<file path="src/hw/rtl/trailing_window_std_dev_top_assert.svh">
// Assertion macros for the trailing window statistics block.
// Each macro expects clk and rst_n in scope.
`ifndef TRAILING_WINDOW_STD_DEV_TOP_ASSERT_SVH
`define TRAILING_WINDOW_STD_DEV_TOP_ASSERT_SVH
`ifndef SYNTH
`define TWD_ASSERT_IMP(lbl, ante, cons) \
  lbl: assert property (@(posedge clk) disable iff (!rst_n) (ante) |-> (cons)) \
    else $error("twd assertion failed");
`define TWD_ASSERT_NXT(lbl, ante, cons) \
  lbl: assert property (@(posedge clk) disable iff (!rst_n) (ante) |=> (cons)) \
    else $error("twd assertion failed");
`else
`define TWD_ASSERT_IMP(lbl, ante, cons)
`define TWD_ASSERT_NXT(lbl, ante, cons)
`endif
`endif

</file>
<file path="src/hw/rtl/twd_pkg.sv">
package twd_pkg;

  // Fixed field widths of the ports.
  localparam int CH_BITS   = 2;
  localparam int N_BITS    = 7;
  localparam int OUT_BITS  = 32;

  // Window length after reset.
  localparam logic [N_BITS-1:0] WIN_RESET = 7'd25;
  localparam int WIN_MIN = 2;

  // n*(n-1) for n up to 127 fits in 14 bits.
  localparam int DEN_BITS = 14;

  // Fixed point scaling: mean carries 8 fraction bits, the variance 16.
  localparam int MEAN_SHIFT = 8;
  localparam int FRAC_BITS  = 16;

  // Square root works on a 64 bit radicand and yields 32 bits.
  localparam int RAD_BITS  = 64;
  localparam int ROOT_BITS = 32;

  // Commands from the controller to the datapath.
  typedef struct packed {
    logic take;
    logic acc_start;
    logic mdiv_start;
    logic vdiv_start;
    logic sqrt_start;
    logic mean_latch;
    logic out_load;
  } twd_cmd_t;

  // Status from the datapath to the controller.
  typedef struct packed {
    logic item_ok;
    logic acc_busy;
    logic div_busy;
    logic sqrt_busy;
  } twd_sts_t;

endpackage

</file>
<file path="src/hw/rtl/twd_ctrl.sv">
// Controller: sequences one word through the datapath at a time.
module twd_ctrl (
  input  logic                clk,
  input  logic                rst_n,
  input  logic                in_valid,
  output logic                in_ready,
  output logic                out_valid,
  input  logic                out_ready,
  input  twd_pkg::twd_sts_t   sts,
  output twd_pkg::twd_cmd_t   cmd
);

  typedef enum logic [3:0] {
    S_IDLE,
    S_CHECK,
    S_ACC,
    S_MDIV_GO,
    S_MDIV_WAIT,
    S_VDIV_GO,
    S_VDIV_WAIT,
    S_SQRT_GO,
    S_SQRT_WAIT,
    S_FIN
  } state_t;

  state_t state_r, state_nxt;
  logic   in_ready_r, in_ready_nxt;
  logic   out_valid_r, out_valid_nxt;

  // Next state and commands.
  always_comb begin
    state_nxt     = state_r;
    in_ready_nxt  = in_ready_r;
    out_valid_nxt = out_valid_r && !out_ready;
    cmd           = '0;
    case (state_r)
      S_IDLE: begin
        if (in_valid && in_ready_r) begin
          cmd.take     = 1'b1;
          in_ready_nxt = 1'b0;
          state_nxt    = S_CHECK;
        end
      end
      S_CHECK: begin
        if (sts.item_ok) begin
          cmd.acc_start = 1'b1;
          state_nxt     = S_ACC;
        end else begin
          state_nxt = S_FIN;
        end
      end
      S_ACC: begin
        if (!sts.acc_busy) begin
          state_nxt = S_MDIV_GO;
        end
      end
      S_MDIV_GO: begin
        cmd.mdiv_start = 1'b1;
        state_nxt      = S_MDIV_WAIT;
      end
      S_MDIV_WAIT: begin
        if (!sts.div_busy) begin
          cmd.mean_latch = 1'b1;
          state_nxt      = S_VDIV_GO;
        end
      end
      S_VDIV_GO: begin
        cmd.vdiv_start = 1'b1;
        state_nxt      = S_VDIV_WAIT;
      end
      S_VDIV_WAIT: begin
        if (!sts.div_busy) begin
          state_nxt = S_SQRT_GO;
        end
      end
      S_SQRT_GO: begin
        cmd.sqrt_start = 1'b1;
        state_nxt      = S_SQRT_WAIT;
      end
      S_SQRT_WAIT: begin
        if (!sts.sqrt_busy) begin
          state_nxt = S_FIN;
        end
      end
      S_FIN: begin
        if (!out_valid_r || out_ready) begin
          cmd.out_load  = 1'b1;
          out_valid_nxt = 1'b1;
          in_ready_nxt  = 1'b1;
          state_nxt     = S_IDLE;
        end
      end
      default: begin
        state_nxt    = S_IDLE;
        in_ready_nxt = 1'b1;
      end
    endcase
  end

  // State and registered handshake outputs.
  always_ff @(posedge clk) begin
    if (!rst_n) begin
      state_r     <= S_IDLE;
      in_ready_r  <= 1'b1;
      out_valid_r <= 1'b0;
    end else begin
      state_r     <= state_nxt;
      in_ready_r  <= in_ready_nxt;
      out_valid_r <= out_valid_nxt;
    end
  end

  assign in_ready  = in_ready_r;
  assign out_valid = out_valid_r;

endmodule

</file>
<file path="config.mk">
export PLATFORM = sky130hd
export DESIGN_NAME = twd_ctrl
export DESIGN_NICKNAME = d
export VERILOG_FILES = /design/src/hw/rtl/trailing_window_std_dev_top_assert.svh /design/src/hw/rtl/twd_pkg.sv /design/src/hw/rtl/twd_ctrl.sv
export SDC_FILE = /design/constraint.sdc
export NUM_CORES = 1
export LEC_CHECK = 0
export BUFFER_PORTS_ARGS = -buffer_cell sky130_fd_sc_hd__buf_2
export CORE_AREA = 2 2 39 41
export DETAILED_ROUTE_END_ITERATION = 12
export DIE_AREA = 0 0 41 43
export PLACE_DENSITY = 0.7
export REMOVE_ABC_BUFFERS = 1
export SLEW_MARGIN = 20
export SYNTH_ARGS = -nofsm -noshare
export SYNTH_HDL_FRONTEND = slang
export SYNTH_SLANG_ARGS = --single-unit
</file>
<file path="constraint.sdc">
create_clock -name clk -period 1.1 [get_ports clk]
set_input_delay 0.33 -clock clk [delete_from_list [all_inputs] [get_ports clk]]
set_output_delay 0.33 -clock clk [all_outputs]
set_load 0.02 [all_outputs]
</file>
# Word level (Yosys, flattened, before mapping)
# Index checks and enable logic that the tools add are counted.
# totals
word_cells	52
out_inout_bits	9
register_bits	6
inputBits	8
# classes
eq_ne	15
reduce_logical	9
muxes	24
n_bitwise	1
# op_table
cell	n
$pmux W4 S10	1
$mux W4	7
$eq A4 B3 Y1 const B	4
$mux W1	15
$ne A2 B2 Y1 const B	6
$eq A4 B2 Y1 const B	2
$eq A4 B4 Y1 const B	2
$reduce_or A8 Y1	1
$reduce_and A6 Y1	1
$eq A4 B1 Y1 const B	1
$logic_not A4 Y1	1
$pmux W1 S3	1
$reduce_and A3 Y1	1
$logic_and A1 B1 Y1	2
$logic_not A1 Y1	2
$logic_or A1 B1 Y1	1
$not A1 Y1	1

# Logic depth before layout (Yosys ltp)
# depth
ltp_word	4
mapped_depth	4
mapped_depth_nobuf	3

# Least setup slack after synthesis
# Ideal clock, no wire load.
# synth_path
path_kind	flip-flop to output port
start	register state_r[2]
end	output cmd[0] in the netlist's numbering
n_path_buf	0
stages_incl_launch_ff	4
required_ns	0.770
setup_slack_ns	-0.333
arrival_time_ns	1.103
cell_sequence	dfxtp_1 -> nor2_1 -> nand2_1 -> nor3_1
# synth_rtl
item	line_no	source
start, declared	twd_ctrl.sv:26	state_t state_r, state_nxt;
start signal, assigned	twd_ctrl.sv:107	state_r <= state_nxt;
end, declared	twd_ctrl.sv:10	output twd_pkg::twd_cmd_t cmd

==> out/results.env <==
SYNTH.FF_LATCH_COUNT=6
POWER.SHARE.SEQUENTIAL_PCT=27.0
SYNTH_TOP_CELL_AREA_SHARE_PCT=26.2
WORSTREG2REGEND='in_ready'
FAILING_CHECKS='setup timing'
FINALINSTANCEAREA_UM2=877
SYNTH.YOSYS.SEQ_AREA_SHARE_PCT=26.2
POWER.DENSITY_CELL_AREA_nW_PER_UM2=1220
PLACEABLECOREAREA_UM2=1380
CTSHTREEMAXLEVEL=1
POWER_SWITCHING_mW=0.365
BUFFERS_AND_INVERTERS_ON_THE_WORST_PATH=1
WORST_HOLD_SLACK_NS=0.345
POSTLAYOUTCOREUTIL_PCT=63.4
POST_ROUTE_CELLS_DRIVE_ABOVE_1_SHARE_PCT=69.5
FINALMAXSLEWVIOLATIONS=0
DRC=0
WORSTPATHMAXFANOUT=4
LAYOUT.CELLS.NON_FILLER=111
RSZ0062_AT_GRT='true'
DIE-WIDTH_UM=41
FINAL_NETS=105
P_SW_SHARE_PCT=34.1
CTS_BUFFERS=3
CRITPATHLAUNCHTYPE='register'
IR_DROP_mV=0.928
CLOCK_TREE_SINKS=6
LEAKAGE_COMPONENT_OF_THE_POWER_nW=0.395
DP_HPWL_UM=971
MAXCAPVIOLATIONS=0
WORST-PATH-STAGES=4
SETUP.WORST_PATH.START='state_r[1]'
DPL_WORST_SLACK_NS=-0.305
REG2REGPATHDEPTH=5
STARTING_UTILIZATION_OF_THE_CORE_AREA_PCT=33.1
POST_DRT_WL_PER_CELL_UM=14.1
CTS.ROOT.BUFFER_CELL='sky130_fd_sc_hd__clkbuf_4'
FIRST_ITER_VIOLATIONS=10
DPL_CELLS=101
MAPPEDNETLISTAREA_UM2=458
PATH_CLASS='register to primary output'
POWER.TOTAL_mW=1.07
WORST_CLOCK_SKEW_NS=0.00125
NUM_ROWS=14
SYNTH_LARGEST_AREA_CELL='sky130_fd_sc_hd__dfxtp_1'
CLOCK_TRANSITION_AT_THE_REGISTERS_OF_THE_REPORTED_PATHS_NS=0.04
WIRE_LENGTH_AFTER_DETAILED_ROUTING_UM=1570
MOST_NUMEROUS_CELL_TYPES_IN_THE_SYNTHESIZED_NETLIST='sky130_fd_sc_hd__nand2_1 (8), sky130_fd_sc_hd__dfxtp_1 (6), sky130_fd_sc_hd__nor2_1 (6)'
STATUS='complete, but fails checks'
GRT_ANTENNA_BEFORE_REPAIR=0
WORST_MAX_SLEW_PIN_SLEW_NS=0.320
HOLD_VIOL_FINAL=0
YS_ASYNC_SR_FRACTION_PCT=0
GRT_UTIL_MET3_PCT=7.33
ACHIEVABLE-FREQUENCY_MHz=664
POWER.CLOCK.FRACTION_PCT=18.7
REGAREA_UM2=135
P_INT_mW=0.707
IO_PINS=17
POST_SYNTH_INST_COUNT=57
GRT_BUSIEST_LAYER='met2'
FLOORPLAN.DIE.HEIGHT_UM=43
SYNTHDISTINCTLIBCELLS=29
ROUTE.ANTENNA.REMAINING_NETS=0
MIN-DELAY-PATH-CLASS='input pin to register'
CP_CELL_INSTANCES='nor2_4, nand2_1, nor3_2, buf_4'
NUM-FILL-CELLS=111
GRT_FIRST_PASS_WIRELENGTH_UM=2210
CRIT-REG2REG-LAUNCH='state_r[1]'
SYNTH.AVG_CELL_AREA_UM2=8.03
INSTANCE_AREA_AT_PLACEMENT_UM2=641
POST-SYNTH-TOP-COUNT-CELL='sky130_fd_sc_hd__nand2_1'
YS_DOMINANT_REG_CELL='sky130_fd_sc_hd__dfxtp_1'
COMBINATIONALPOWERSHARE_PCT=54.3
AREA_DELTA_SYNTH_FINAL_PCT=91.5
CRITICAL_PATH.ENDPOINT='cmd[0]'
CLK_BUF_DEPTH=2
GLOBAL_ROUTE.USAGE.MET1_PCT=21.0
TNS_NS=-3.32
GR-USAGE-MET2_PCT=29.4
CTS_TREE='done'
VIAS_IN_THE_FIRST_GLOBAL_ROUTE=550
MIN_PERIOD_NS=1.51
TIMING.CRITICAL_PATH.TO_TYPE='primary output'
SYNTHESIS.YOSYS.WARNINGS=0
SUM_OF_OVERFLOW_ACROSS_ALL_LAYERS_AFTER_GLOBAL_ROUTING=0
CLOCK_INSERTION_DELAY_WORST_SKEW_NS=0.24
R2R_SLACK_NS=-0.33
ANTENNA_CELLS=0
WORST_PATH_MAX_DELAY_CELL='sky130_fd_sc_hd__dfxtp_4'
PIN_COUNT_OF_THE_BIGGEST_NET_ENTERING_GLOBAL_ROUTING=8
SYNTHTOPCELLSBYAREA='sky130_fd_sc_hd__dfxtp_1 (26%), sky130_fd_sc_hd__nand2_1 (6.6%), sky130_fd_sc_hd__nor2_1 (4.9%)'
PLACE_CONGESTION=0.794
NUMPORTBUFFERS=16
DIE-AREA_UM2=1760
CRIT_REQUIRED_NS=0.77
POST_SYNTH_EDFFS=0
DETAILROUTE.VIA_COUNT=581
MULTIINPUTGATEAREA_UM2=360
DRT-VIAS-PER-INSTANCE=5.23
REPORT.FINAL.SETUP_VIOL=12
WORST_EP_ARRIVAL_TIME_NS=1.18
FINAL.PERIOD_UTILIZATION_PCT=137
DRT-PASS1-ITER-COUNT=4
FIN_WS_NS=-0.406
CRITICAL_PATH_S_TOP_DELAY_FAMILY='simple AND/OR/NAND/NOR gates'
CPPEAKSTAGEDELAY_NS=0.35
GRTUSAGETOTAL_PCT=18.8
SLEW-LIMIT-HEADROOM_PCT=78.4
## layer usage
layer  up-vias  share of wire (%)
met4         0                3.6
met1       272                 40
li1        280                  -
met5         -                  0
met2        20                 52
met3         9                4.9
## state kept, by name, indices dropped and copies added, names as in the netlist
signal     count
in_ready       1
out_valid      1
state_r        4
## cell usage in the layout (no fill, tap or decap), types with 3 or more instances in the layout
master / instances
sky130_fd_sc_hd__buf_2: 7
sky130_fd_sc_hd__buf_4: 17
sky130_fd_sc_hd__buf_6: 15
sky130_fd_sc_hd__clkbuf_4: 3
sky130_fd_sc_hd__dfxtp_2: 3
sky130_fd_sc_hd__dfxtp_4: 3
sky130_fd_sc_hd__nand2_1: 7
sky130_fd_sc_hd__nand2b_1: 3
sky130_fd_sc_hd__nor2_1: 3
sky130_fd_sc_hd__nor2_4: 3
## worst reg2reg max path: stages, from the launching register on
cell and delay [ns]:
sky130_fd_sc_hd__dfxtp_4 0.35, sky130_fd_sc_hd__buf_6 0.12, sky130_fd_sc_hd__buf_6 0.11, sky130_fd_sc_hd__or4b_4 0.49, sky130_fd_sc_hd__o21ai_2 0.14, sky130_fd_sc_hd__o211ai_1 0.09
## worst min-delay path by stage
stage | start | end | slack (ns) | cells after the start
floorplan | rst_n | in_ready | 0.42 | 1
global placement | rst_n | in_ready | 0.58 | 2
detailed placement | rst_n | in_ready | 0.59 | 2
CTS | rst_n | in_ready | 0.33 | 2
global route | rst_n | in_ready | 0.34 | 2
finish | rst_n | in_ready | 0.35 | 2
## final cells by class
cell class	instances	area share, %
clock buffers	3	2.57
inverters	2	0.856
multi-input cells	45	41.1
flip-flops and latches	6	15.4
well taps	16	2.28
repair buffers	39	37.8
## cell families after synthesis
logic type | Yosys count | synth area share, %
and+or+nand+nor | 30 | 38.8
AOI/OAI and AO/OA | 14 | 23.2
DFF | 6 | 26.2
buffers and inverters | 6 | 9.84
xor gates and xnor gates | 1 | 1.91
## timing repair
action                                 4_1_cts  5_1_grt
setup endpoints to repair                   12       14
gates resized for setup                     41       13
pin swaps                                   12        7
buffers inserted                             5        3
hold buffers                                 0        0
endpoints found under the hold margin        0        0
## power groups by stage
stage          clock, mW  sequential [mW]  combinational, mW
5_1_grt            0.230            0.293              0.621
4_1_cts            0.209            0.288              0.514
2_1_floorplan          0            0.305              0.171
3_5_place_dp           0            0.280              0.386
3_3_place_gp           0            0.280              0.367
6_report           0.200            0.290              0.582
Note: power is estimated with default switching activity, not from simulation.
